## src/rtl/core/lcsf_pkg.sv

```systemverilog
// Shared types, codes and glyph helper for the LCD character stream formatter.
`timescale 1ns / 1ps

package lcsf_pkg;

	typedef enum logic [3:0] {
		OP_DATA   = 4'd0,
		OP_CMD    = 4'd1,
		OP_CURSOR = 4'd2,
		OP_U8     = 4'd3,
		OP_S8     = 4'd4,
		OP_U16    = 4'd5,
		OP_HEX8   = 4'd6,
		OP_HEX16  = 4'd7,
		OP_HEX32  = 4'd8
	} op_t;

	localparam logic [7:0] CMD_SET_ADDR = 8'h80;
	localparam logic [7:0] ODD_ROW_BIT  = 8'h40;
	localparam logic [7:0] CHAR_SPACE   = 8'h20;
	localparam logic [7:0] CHAR_MINUS   = 8'h2D;
	localparam logic [7:0] CHAR_ZERO    = 8'h30;
	localparam logic [7:0] CHAR_HEX_LO  = 8'h37;
	localparam int unsigned DEC_BASE    = 10;
	localparam int unsigned DEC_WIDTH   = 5;
	localparam int unsigned RUN_LEN     = 8;

	typedef struct packed {
		logic [3:0]  op;
		logic [31:0] value;
		logic [2:0]  digits;
		logic [7:0]  row;
		logic [7:0]  col;
	} req_t;

	// After the hundreds split: num = hi * 100 + remainder
	typedef struct packed {
		req_t        req;
		logic        neg;
		logic [15:0] num;
		logic [9:0]  hi;
	} split_t;

	// Decimal digits, index 0 is the units digit
	typedef struct packed {
		req_t                        req;
		logic                        neg;
		logic [DEC_WIDTH-1:0][3:0]   dig;
	} digits_t;

	typedef struct packed {
		logic [RUN_LEN-1:0][7:0] chars;
		logic [3:0]              len;
		logic                    is_data;
	} run_t;

	function automatic logic [7:0] glyph(input logic [3:0] nib);
		return (nib < 4'(DEC_BASE)) ? (CHAR_ZERO + {4'h0, nib}) : (CHAR_HEX_LO + {4'h0, nib});
	endfunction

endpackage

```

## src/rtl/core/lcsf_if.sv

```systemverilog
// Request and result channel interfaces of the LCD character stream formatter.
`timescale 1ns / 1ps

interface lcsf_req_if;
	logic        valid;
	logic        ready;
	logic [3:0]  op;
	logic [31:0] value;
	logic [2:0]  digits;
	logic [7:0]  row;
	logic [7:0]  col;

	modport source(output valid, output op, output value, output digits, output row,
		output col, input ready);
	modport sink(input valid, input op, input value, input digits, input row,
		input col, output ready);
endinterface

interface lcsf_byte_if;
	logic       valid;
	logic       ready;
	logic [7:0] out_byte;
	logic       is_data;
	logic       last;

	modport source(output valid, output out_byte, output is_data, output last, input ready);
	modport sink(input valid, input out_byte, input is_data, input last, output ready);
endinterface

```

## src/rtl/core/lcsf_split.sv

```systemverilog
// Input register and hundreds split of the decimal operand.
`timescale 1ns / 1ps

module lcsf_split
	import lcsf_pkg::*;
(
	input  logic        clk,
	input  logic        arst_n,
	lcsf_req_if.sink    req,
	output split_t      split,
	output logic        split_valid,
	input  logic        split_ready
);

	// floor(v / 100) is exact for every 16-bit v with this reciprocal
	localparam logic [16:0] DIV100_MUL   = 17'd83887;
	localparam int unsigned DIV100_SHIFT = 23;

	req_t        req_s1;
	logic        valid_s1;
	split_t      split_s2;
	logic        valid_s2;
	logic        free_s1;
	logic        free_s2;
	logic [7:0]  mag;
	logic [15:0] num;
	logic [32:0] prod;
	split_t      split_d;

	assign free_s2   = !valid_s2 || split_ready;
	assign free_s1   = !valid_s1 || free_s2;
	assign req.ready = free_s1;

	always_comb begin
		mag = req_s1.value[7] ? (8'd0 - req_s1.value[7:0]) : req_s1.value[7:0];
		unique case (req_s1.op)
			OP_U8:   num = {8'h00, req_s1.value[7:0]};
			OP_S8:   num = {8'h00, mag};
			default: num = req_s1.value[15:0];
		endcase
		prod = {17'h0, num} * {16'h0, DIV100_MUL};
		split_d.req = req_s1;
		split_d.neg = req_s1.value[7];
		split_d.num = num;
		split_d.hi  = prod[DIV100_SHIFT +: 10];
	end

	always_ff @(posedge clk or negedge arst_n) begin
		if (!arst_n) begin
			valid_s1 <= 1'b0;
			valid_s2 <= 1'b0;
		end else begin
			if (free_s1) begin
				valid_s1 <= req.valid;
			end
			if (free_s2) begin
				valid_s2 <= valid_s1;
			end
		end
	end

	always_ff @(posedge clk) begin
		if (req.valid && free_s1) begin
			req_s1 <= '{op: req.op, value: req.value, digits: req.digits, row: req.row,
				col: req.col};
		end
		if (free_s2 && valid_s1) begin
			split_s2 <= split_d;
		end
	end

	assign split       = split_s2;
	assign split_valid = valid_s2;

endmodule

```

## src/rtl/core/lcsf_digits.sv

```systemverilog
// Turns the hundreds split into five decimal digits and registers them.
`timescale 1ns / 1ps

module lcsf_digits
	import lcsf_pkg::*;
(
	input  logic    clk,
	input  logic    arst_n,
	input  split_t  split,
	input  logic    split_valid,
	output logic    split_ready,
	output digits_t dgt,
	output logic    dgt_valid,
	input  logic    dgt_ready
);

	// hundreds count (0 to 6) and remainder of a value below 700
	function automatic logic [10:0] split_hund(input logic [9:0] x);
		logic [3:0] q;
		logic [6:0] r;
		q = 4'd0;
		r = x[6:0];
		for (int k = 1; k <= 6; k++) begin
			if (x >= 10'(DEC_BASE * DEC_BASE * k)) begin
				q = 4'(k);
				r = 7'(x - 10'(DEC_BASE * DEC_BASE * k));
			end
		end
		return {q, r};
	endfunction

	// tens and units of a value below 100
	function automatic logic [7:0] split_ten(input logic [6:0] x);
		logic [3:0] t;
		logic [3:0] u;
		t = 4'd0;
		u = x[3:0];
		for (int k = 1; k <= 9; k++) begin
			if (x >= 7'(DEC_BASE * k)) begin
				t = 4'(k);
				u = 4'(x - 7'(DEC_BASE * k));
			end
		end
		return {t, u};
	endfunction

	digits_t     dgt_s3;
	logic        valid_s3;
	logic        free_s3;
	logic [15:0] lo_full;
	logic [6:0]  lo;
	logic [10:0] hund;
	logic [7:0]  mid_pair;
	logic [7:0]  lo_pair;
	digits_t     dgt_d;

	assign free_s3     = !valid_s3 || dgt_ready;
	assign split_ready = free_s3;

	always_comb begin
		lo_full  = split.num - ({6'h00, split.hi} * 16'(DEC_BASE * DEC_BASE));
		lo       = lo_full[6:0];
		hund     = split_hund(split.hi);
		mid_pair = split_ten(hund[6:0]);
		lo_pair  = split_ten(lo);
		dgt_d.req    = split.req;
		dgt_d.neg    = split.neg;
		dgt_d.dig[4] = hund[10:7];
		dgt_d.dig[3] = mid_pair[7:4];
		dgt_d.dig[2] = mid_pair[3:0];
		dgt_d.dig[1] = lo_pair[7:4];
		dgt_d.dig[0] = lo_pair[3:0];
	end

	always_ff @(posedge clk or negedge arst_n) begin
		if (!arst_n) begin
			valid_s3 <= 1'b0;
		end else if (free_s3) begin
			valid_s3 <= split_valid;
		end
	end

	always_ff @(posedge clk) begin
		if (free_s3 && split_valid) begin
			dgt_s3 <= dgt_d;
		end
	end

	assign dgt       = dgt_s3;
	assign dgt_valid = valid_s3;

endmodule

```

## src/rtl/core/lcsf_fmt.sv

```systemverilog
// Builds the byte run of one request from its digits, operand and cursor position.
`timescale 1ns / 1ps

module lcsf_fmt
	import lcsf_pkg::*;
#(
	parameter int unsigned COLUMNS   = 16,
	parameter int unsigned ROW_COUNT = 4
) (
	input  digits_t dgt,
	input  logic    dgt_valid,
	output logic    dgt_ready,
	output run_t    run,
	output logic    run_valid,
	input  logic    run_ready
);

	always_comb begin
		logic [4:0][7:0] c;
		logic [4:0][7:0] w;
		logic            z;
		logic [2:0]      width;
		logic [2:0]      shown;
		logic [2:0]      off;
		logic [3:0]      pos;
		logic [7:0]      addr;
		logic            cur_ok;

		// c[0] is the leftmost character; leading zeros blank, the units digit never does
		z = 1'b1;
		for (int i = 0; i < 4; i++) begin
			z    = z & (dgt.dig[4 - i] == 4'd0);
			c[i] = z ? CHAR_SPACE : glyph(dgt.dig[4 - i]);
		end
		c[4] = glyph(dgt.dig[0]);

		width = (dgt.req.op == OP_U16) ? 3'd5 : 3'd3;
		shown = (dgt.req.digits > width) ? width : dgt.req.digits;
		off   = 3'd5 - shown;
		for (int k = 0; k < 5; k++) begin
			pos  = {1'b0, off} + 4'(k);
			w[k] = (3'(k) < shown) ? c[pos[2:0]] : CHAR_SPACE;
		end

		cur_ok = (dgt.req.col < 8'(COLUMNS)) && (dgt.req.row < 8'(ROW_COUNT));
		addr   = dgt.req.col | (dgt.req.row[1] ? 8'(COLUMNS) : 8'h00) | CMD_SET_ADDR
			| (dgt.req.row[0] ? ODD_ROW_BIT : 8'h00);

		run         = '0;
		run.is_data = 1'b1;
		unique case (dgt.req.op)
			OP_DATA: begin
				run.chars[0] = dgt.req.value[7:0];
				run.len      = 4'd1;
			end
			OP_CMD: begin
				run.chars[0] = dgt.req.value[7:0];
				run.len      = 4'd1;
				run.is_data  = 1'b0;
			end
			OP_CURSOR: begin
				run.chars[0] = addr;
				run.len      = cur_ok ? 4'd1 : 4'd0;
				run.is_data  = 1'b0;
			end
			OP_U8, OP_U16: begin
				for (int k = 0; k < 5; k++) begin
					run.chars[k] = w[k];
				end
				run.len = {1'b0, shown};
			end
			OP_S8: begin
				run.chars[0] = dgt.neg ? CHAR_MINUS : CHAR_SPACE;
				for (int k = 0; k < 5; k++) begin
					run.chars[k + 1] = w[k];
				end
				run.len = {1'b0, shown} + 4'd1;
			end
			OP_HEX8: begin
				for (int k = 0; k < 2; k++) begin
					run.chars[k] = glyph(dgt.req.value[4 * (1 - k) +: 4]);
				end
				run.len = 4'd2;
			end
			OP_HEX16: begin
				for (int k = 0; k < 4; k++) begin
					run.chars[k] = glyph(dgt.req.value[4 * (3 - k) +: 4]);
				end
				run.len = 4'd4;
			end
			OP_HEX32: begin
				for (int k = 0; k < 8; k++) begin
					run.chars[k] = glyph(dgt.req.value[4 * (7 - k) +: 4]);
				end
				run.len = 4'd8;
			end
			default: begin
				run.len = 4'd0;
			end
		endcase
	end

	// Requests that produce no bytes are simply dropped here.
	assign run_valid = dgt_valid && (run.len != 4'd0);
	assign dgt_ready = (run.len == 4'd0) || run_ready;

endmodule

```

## src/rtl/core/lcsf_ser.sv

```systemverilog
// Holds one byte run and sends it out one beat per cycle while rsp.ready is high.
`timescale 1ns / 1ps

module lcsf_ser
	import lcsf_pkg::*;
(
	input  logic        clk,
	input  logic        arst_n,
	input  run_t        run,
	input  logic        run_valid,
	output logic        run_ready,
	lcsf_byte_if.source rsp
);

	run_t       run_q;
	logic [2:0] idx_q;
	logic       full_q;
	logic       is_last;
	logic       out_fire;
	logic       in_fire;

	assign is_last  = ({1'b0, idx_q} + 4'd1) == run_q.len;
	assign out_fire = full_q && rsp.ready;
	// The next run loads while the final beat of the current one is taken.
	assign run_ready = !full_q || (rsp.ready && is_last);
	assign in_fire   = run_valid && run_ready;

	always_ff @(posedge clk or negedge arst_n) begin
		if (!arst_n) begin
			full_q <= 1'b0;
			idx_q  <= 3'd0;
		end else if (in_fire) begin
			full_q <= 1'b1;
			idx_q  <= 3'd0;
		end else if (out_fire) begin
			if (is_last) begin
				full_q <= 1'b0;
			end else begin
				idx_q <= idx_q + 3'd1;
			end
		end
	end

	always_ff @(posedge clk) begin
		if (in_fire) begin
			run_q <= run;
		end
	end

	assign rsp.valid    = full_q;
	assign rsp.out_byte = run_q.chars[idx_q];
	assign rsp.is_data  = run_q.is_data;
	assign rsp.last     = is_last;

endmodule

```

## src/rtl/core/lcd_character_stream_formatter_unit.sv

```systemverilog
// Top level of the LCD character stream formatter: request in, byte beats out.
// A run's first byte is offered once its request passes req_s1, split_s2, dgt_s3 and run_q.
// Throughput: the serializer sends one byte per cycle while rsp.ready is high; a run holds
// up to 8 bytes, and the next run loads as the last byte of the current one is taken.
// Reset: arst_n clears every pipeline valid and the serializer at once; no output follows.
`timescale 1ns / 1ps

module lcd_character_stream_formatter_unit
	import lcsf_pkg::*;
#(
	parameter int unsigned COLUMNS   = 16,
	parameter int unsigned ROW_COUNT = 4
) (
	input  logic        clk,
	input  logic        arst_n,
	lcsf_req_if.sink    req,
	lcsf_byte_if.source rsp
);

	split_t  split;
	logic    split_valid;
	logic    split_ready;
	digits_t dgt;
	logic    dgt_valid;
	logic    dgt_ready;
	run_t    run;
	logic    run_valid;
	logic    run_ready;

	lcsf_split u_split (
		.clk         (clk),
		.arst_n      (arst_n),
		.req         (req),
		.split       (split),
		.split_valid (split_valid),
		.split_ready (split_ready)
	);

	lcsf_digits u_digits (
		.clk         (clk),
		.arst_n      (arst_n),
		.split       (split),
		.split_valid (split_valid),
		.split_ready (split_ready),
		.dgt         (dgt),
		.dgt_valid   (dgt_valid),
		.dgt_ready   (dgt_ready)
	);

	lcsf_fmt #(
		.COLUMNS   (COLUMNS),
		.ROW_COUNT (ROW_COUNT)
	) u_fmt (
		.dgt       (dgt),
		.dgt_valid (dgt_valid),
		.dgt_ready (dgt_ready),
		.run       (run),
		.run_valid (run_valid),
		.run_ready (run_ready)
	);

	lcsf_ser u_ser (
		.clk       (clk),
		.arst_n    (arst_n),
		.run       (run),
		.run_valid (run_valid),
		.run_ready (run_ready),
		.rsp       (rsp)
	);

endmodule
```

## src/flat_wrapper.sv

```systemverilog
// flat-port wrapper written by rule: the top's interface ports become plain ports
module lcd_character_stream_formatter_unit_flat import lcsf_pkg::*;
#(
	parameter int unsigned COLUMNS   = 16,
	parameter int unsigned ROW_COUNT = 4
)
  (clk, arst_n, req_valid, req_op, req_value, req_digits, req_row, req_col, req_ready, rsp_valid, rsp_out_byte, rsp_is_data, rsp_last, rsp_ready);
  lcsf_req_if req_i ();
  lcsf_byte_if rsp_i ();
  input  logic clk;
  input  logic arst_n;
  input wire logic [$bits(req_i.valid)-1:0] req_valid;
  input wire logic [$bits(req_i.op)-1:0] req_op;
  input wire logic [$bits(req_i.value)-1:0] req_value;
  input wire logic [$bits(req_i.digits)-1:0] req_digits;
  input wire logic [$bits(req_i.row)-1:0] req_row;
  input wire logic [$bits(req_i.col)-1:0] req_col;
  output wire logic [$bits(req_i.ready)-1:0] req_ready;
  output wire logic [$bits(rsp_i.valid)-1:0] rsp_valid;
  output wire logic [$bits(rsp_i.out_byte)-1:0] rsp_out_byte;
  output wire logic [$bits(rsp_i.is_data)-1:0] rsp_is_data;
  output wire logic [$bits(rsp_i.last)-1:0] rsp_last;
  input wire logic [$bits(rsp_i.ready)-1:0] rsp_ready;
  assign req_i.valid = req_valid;
  assign req_i.op = req_op;
  assign req_i.value = req_value;
  assign req_i.digits = req_digits;
  assign req_i.row = req_row;
  assign req_i.col = req_col;
  assign req_ready = req_i.ready;
  assign rsp_valid = rsp_i.valid;
  assign rsp_out_byte = rsp_i.out_byte;
  assign rsp_is_data = rsp_i.is_data;
  assign rsp_last = rsp_i.last;
  assign rsp_i.ready = rsp_ready;
  lcd_character_stream_formatter_unit #(.COLUMNS(COLUMNS), .ROW_COUNT(ROW_COUNT)) u_core (.clk(clk), .arst_n(arst_n), .req(req_i), .rsp(rsp_i));
endmodule
```

## config.mk

```make
export PLATFORM = sky130hd
export DESIGN_NAME = lcd_character_stream_formatter_unit_flat
export DESIGN_NICKNAME = d
export VERILOG_FILES = /design/src/rtl/core/lcsf_pkg.sv /design/src/rtl/core/lcsf_if.sv /design/src/rtl/core/lcsf_split.sv /design/src/rtl/core/lcsf_digits.sv /design/src/rtl/core/lcsf_fmt.sv /design/src/rtl/core/lcsf_ser.sv /design/src/rtl/core/lcd_character_stream_formatter_unit.sv /design/src/flat_wrapper.sv
export SDC_FILE = /design/constraint.sdc
export NUM_CORES = 1
export LEC_CHECK = 0
export ABC_CLOCK_PERIOD_IN_PS = 11700
export BUFFER_PORTS_ARGS = -buffer_cell sky130_fd_sc_hd__buf_2
export CAP_MARGIN = 20
export CORE_MARGIN = 3
export CORE_UTILIZATION = 44
export DETAILED_ROUTE_END_ITERATION = 12
export GPL_ROUTABILITY_DRIVEN = 0
export PLACE_DENSITY = 0.6
export RECOVER_POWER = 100
export SLEW_MARGIN = 20
export SYNTH_ARGS = -nofsm -noshare
export SYNTH_HDL_FRONTEND = slang
export SYNTH_SLANG_ARGS = --single-unit
```

## constraint.sdc

```tcl
create_clock -name clk -period 11.7 [get_ports clk]
set_input_delay 0.585 -clock clk [delete_from_list [all_inputs] [get_ports clk]]
set_output_delay 0.585 -clock clk [all_outputs]
set_load 0.01 [all_outputs]
```

==> results.md <==
- Most common cell after layout, fill and taps aside: edfxtp_1
- Num ports: 71
- Antenna diodes: 0
- Post-synth cell types: 93
- Setup TNS: 0 ns
- Setup slack after layout: 2.99 ns
- Final Hold Vio Count: 0
- Initial Util: 44.6%
- Failing checks: capacitance limit, slew limit
- Most frequent cells in the layout: 263 x edfxtp_1, 237 x inv_1, 190 x ha_1, 110 x nor2_1, 103 x nand2_1
- First-pass GRT wire length: 75,100 µm
- Worst setup SP type: register
- Final wirelength: 47,100 µm
- Area of the core: 43,200 µm²
- Synth Instances: 1,747
- Area Overhead vs Synth: 9.95%
- Fraction of layout cells with a size suffix above 1: 8.35%
- Largest net degree at the start of global routing: 75
- Slew Limit Fails: 290
- Mapped Nets: 2,092
- TritonCTS buffer count: 30
- Status: finished with violations
- DRC: 0
- DIE AREA: 46,300 µm²
- Period utilization: 74.4%
- Required @ worst endpoint: 11.78 ns
- Dpl hpwl: 36,300 µm
- CTS clk-pin slew, worst paths: 0.06 ns
- Die Width: 215 µm
- CP endpoint kind: register
- ANT nets after route: 0
- Ys async rst share: 2.59%
- Max-Cap Viols: 6
- RSZ-0062 raised after global routing: no
- Cell Area, Synth: 19,300 µm²
- Die Y: 215 µm
- Register area share after synthesis: 41.9%
- Post-synth EDFFs: 263
- Slew headroom: -160%
- Nets: 2,142
- Final Cell Area: 21,200 µm²
- Hold Crit Class: input pin to register
- Highest clock rate: 115 MHz
- Total number of vias: 13,733
- Dpl ws: 3.73 ns
- PortBufs: 70
- Worst-path fanout max: 74
- Final min period: 8.71 ns
- Initial antenna violation count: 0
- CP arrival: 8.79 ns
- Ys flop type: edfxtp_1
- Yosys synthesis warning count: 0
- GRT overflow: 0
- H-tree levels: 1
- Global-route usage over all layers: 20.4%
- Reg2reg setup slack: 2.99 ns
- Worst Max-Slew Pin Slew: 3.89 ns
- Setup violators final: 0
- Drt wl/cell: 19.6 µm
- Worst hold margin: 0.174 ns
- Syn Area/Cell: 11.0 µm²
- Synth Register Bits: 270
- Clock Tree Buf Depth: 3
- Latest clock arrival within the worst-skew pair: 0.58 ns
- Root buf cell: clkbuf_16
- Crit Path Class: register to register
- Vias in the first global route: 13,510
- Router iterations before antenna repair: 8
- TritonCTS clock tree: built
- Clock sinks: 270
- Final Skew: 0.0236 ns
- Area post-placement: 20,200 µm²
- Vias/cell: 5.71
- Num rows: 76
- Initial DRC Count: 1,285
-- final timing paths --
check                                          from                        end  cells past startpoint
min in group asynchronous                    arst_n    u_core.u_split.valid_s1                      2
hold / removal                         req_value[5]  u_core.u_split.req_s1[24]                      1
hold reg to reg            u_core.u_split.split[49]    u_core.u_digits.dgt[43]                      0
max in group asynchronous                    arst_n      u_core.u_ser.idx_q[1]                      2
setup reg to reg            u_core.u_digits.dgt[75]    u_core.u_digits.dgt[10]                     13
setup / recovery            u_core.u_digits.dgt[75]    u_core.u_digits.dgt[10]                     13
-- routing by layer --
metal	wire length (µm)	up-vias	track usage, %	part of all wire, %
met1	20700	6690	28.4	44
met4	1560	0	5.88	3.3
li1	-	6437	-	-
met3	3230	102	3.35	6.9
met2	21600	504	33.1	46
met5	0	-	0	0
-- worst max-delay path, cell delays in order (launching register included) --
cell and delay [ns]:
edfxtp_1 0.49, nor2b_1 0.32, nand3b_1 0.27, ha_1 0.40
a21oi_1 0.09, nand2b_1 0.07, clkbuf_1 1.40, ha_1 0.76
a21oi_1 0.23, o21ai_0 0.19, o41ai_1 0.78, nor2_1 0.25
nor2b_4 0.15, clkbuf_1 2.71
-- stage by stage --
step	util, %	instances
2_1_floorplan	-	1747
3_3_place_gp	46.8	2349
3_5_place_dp	46.8	2349
4_1_cts	49.3	2406
5_1_grt	49.1	2406
6_report	49.1	2406
-- layout make-up --
type	instances	area, µm²
repair buffers	81	388
flip-flops and latches	270	8070
fillers	3936	22000
multi-input cells	1176	10000
clock inverters	20	288
inverters	238	893
clock buffers	36	773
well taps	585	732
-- state kept, by name (all words and copies together), names as in the netlist --
register                    flops
u_core.u_digits.dgt            74
u_core.u_digits.dgt_valid       1
u_core.u_ser.idx_q              3
u_core.u_ser.rsp.is_data        1
u_core.u_ser.rsp.valid          1
u_core.u_ser.run_q             61
u_core.u_split.req_s1          55
u_core.u_split.split           72
u_core.u_split.split_valid      1
u_core.u_split.valid_s1         1
-- logic make-up (layout without fill, tap and decap cells) --
logic type / Yosys count / count (layout) / share of synthesized area [%]
mux: 34 / 34 / 2.75
flops: 270 / 270 / 41.9
xor+xnor: 55 / 55 / 2.50
simple gates: 380 / 380 / 9.53
buf+inv: 301 / 375 / 5.97
compound gates: 421 / 421 / 15.0
fa+ha+maj: 286 / 286 / 22.3
-- synthesized netlist by cell type (5+ instances only) --
library cell | n | area [µm²]
edfxtp_1 | 263 | 7900
inv_1 | 236 | 886
ha_1 | 190 | 2380
nor2_1 | 109 | 409
nand2_1 | 103 | 387
fa_1 | 96 | 1920
a21oi_1 | 88 | 440
o21ai_0 | 85 | 425
clkbuf_1 | 47 | 176
xnor2_1 | 44 | 385
nand3_1 | 31 | 155
nor3_1 | 29 | 145
a21o_1 | 23 | 173
o22ai_1 | 21 | 131
a31oi_1 | 18 | 113
and2_1 | 17 | 106
o211ai_1 | 16 | 120
nand2b_1 | 15 | 93.8
nor2b_1 | 15 | 93.8
mux4_2 | 14 | 315
o21a_1 | 14 | 105
o221ai_1 | 14 | 123
mux2_2 | 12 | 135
o31ai_1 | 12 | 90.1
xor2_1 | 11 | 96.3
a222oi_1 | 10 | 100
a22oi_1 | 10 | 75.1
o21ai_1 | 10 | 50.1
or3_1 | 10 | 62.6
a211o_1 | 9 | 78.8
a211oi_1 | 9 | 67.6
or2_2 | 9 | 56.3
a221o_1 | 8 | 80.1
buf_2 | 8 | 40.0
mux2i_1 | 8 | 80.1
dfrtp_1 | 7 | 175
and3_1 | 6 | 37.5
buf_1 | 6 | 22.5
nand4_1 | 6 | 37.5
a22o_1 | 5 | 43.8
o41ai_1 | 5 | 43.8
-- timing repair --
| action | in CTS | in global routing |
|---|---|---|
| endpoints found under the hold margin | 7 | 0 |
| hold buffers | 1 | 0 |
| gates resized for setup | 0 | 0 |
| buffers inserted | 0 | 0 |
Power is left out: the tool's default activity adds up to more than one toggle a clock period on the data nets, which glitch-free logic cannot reach.
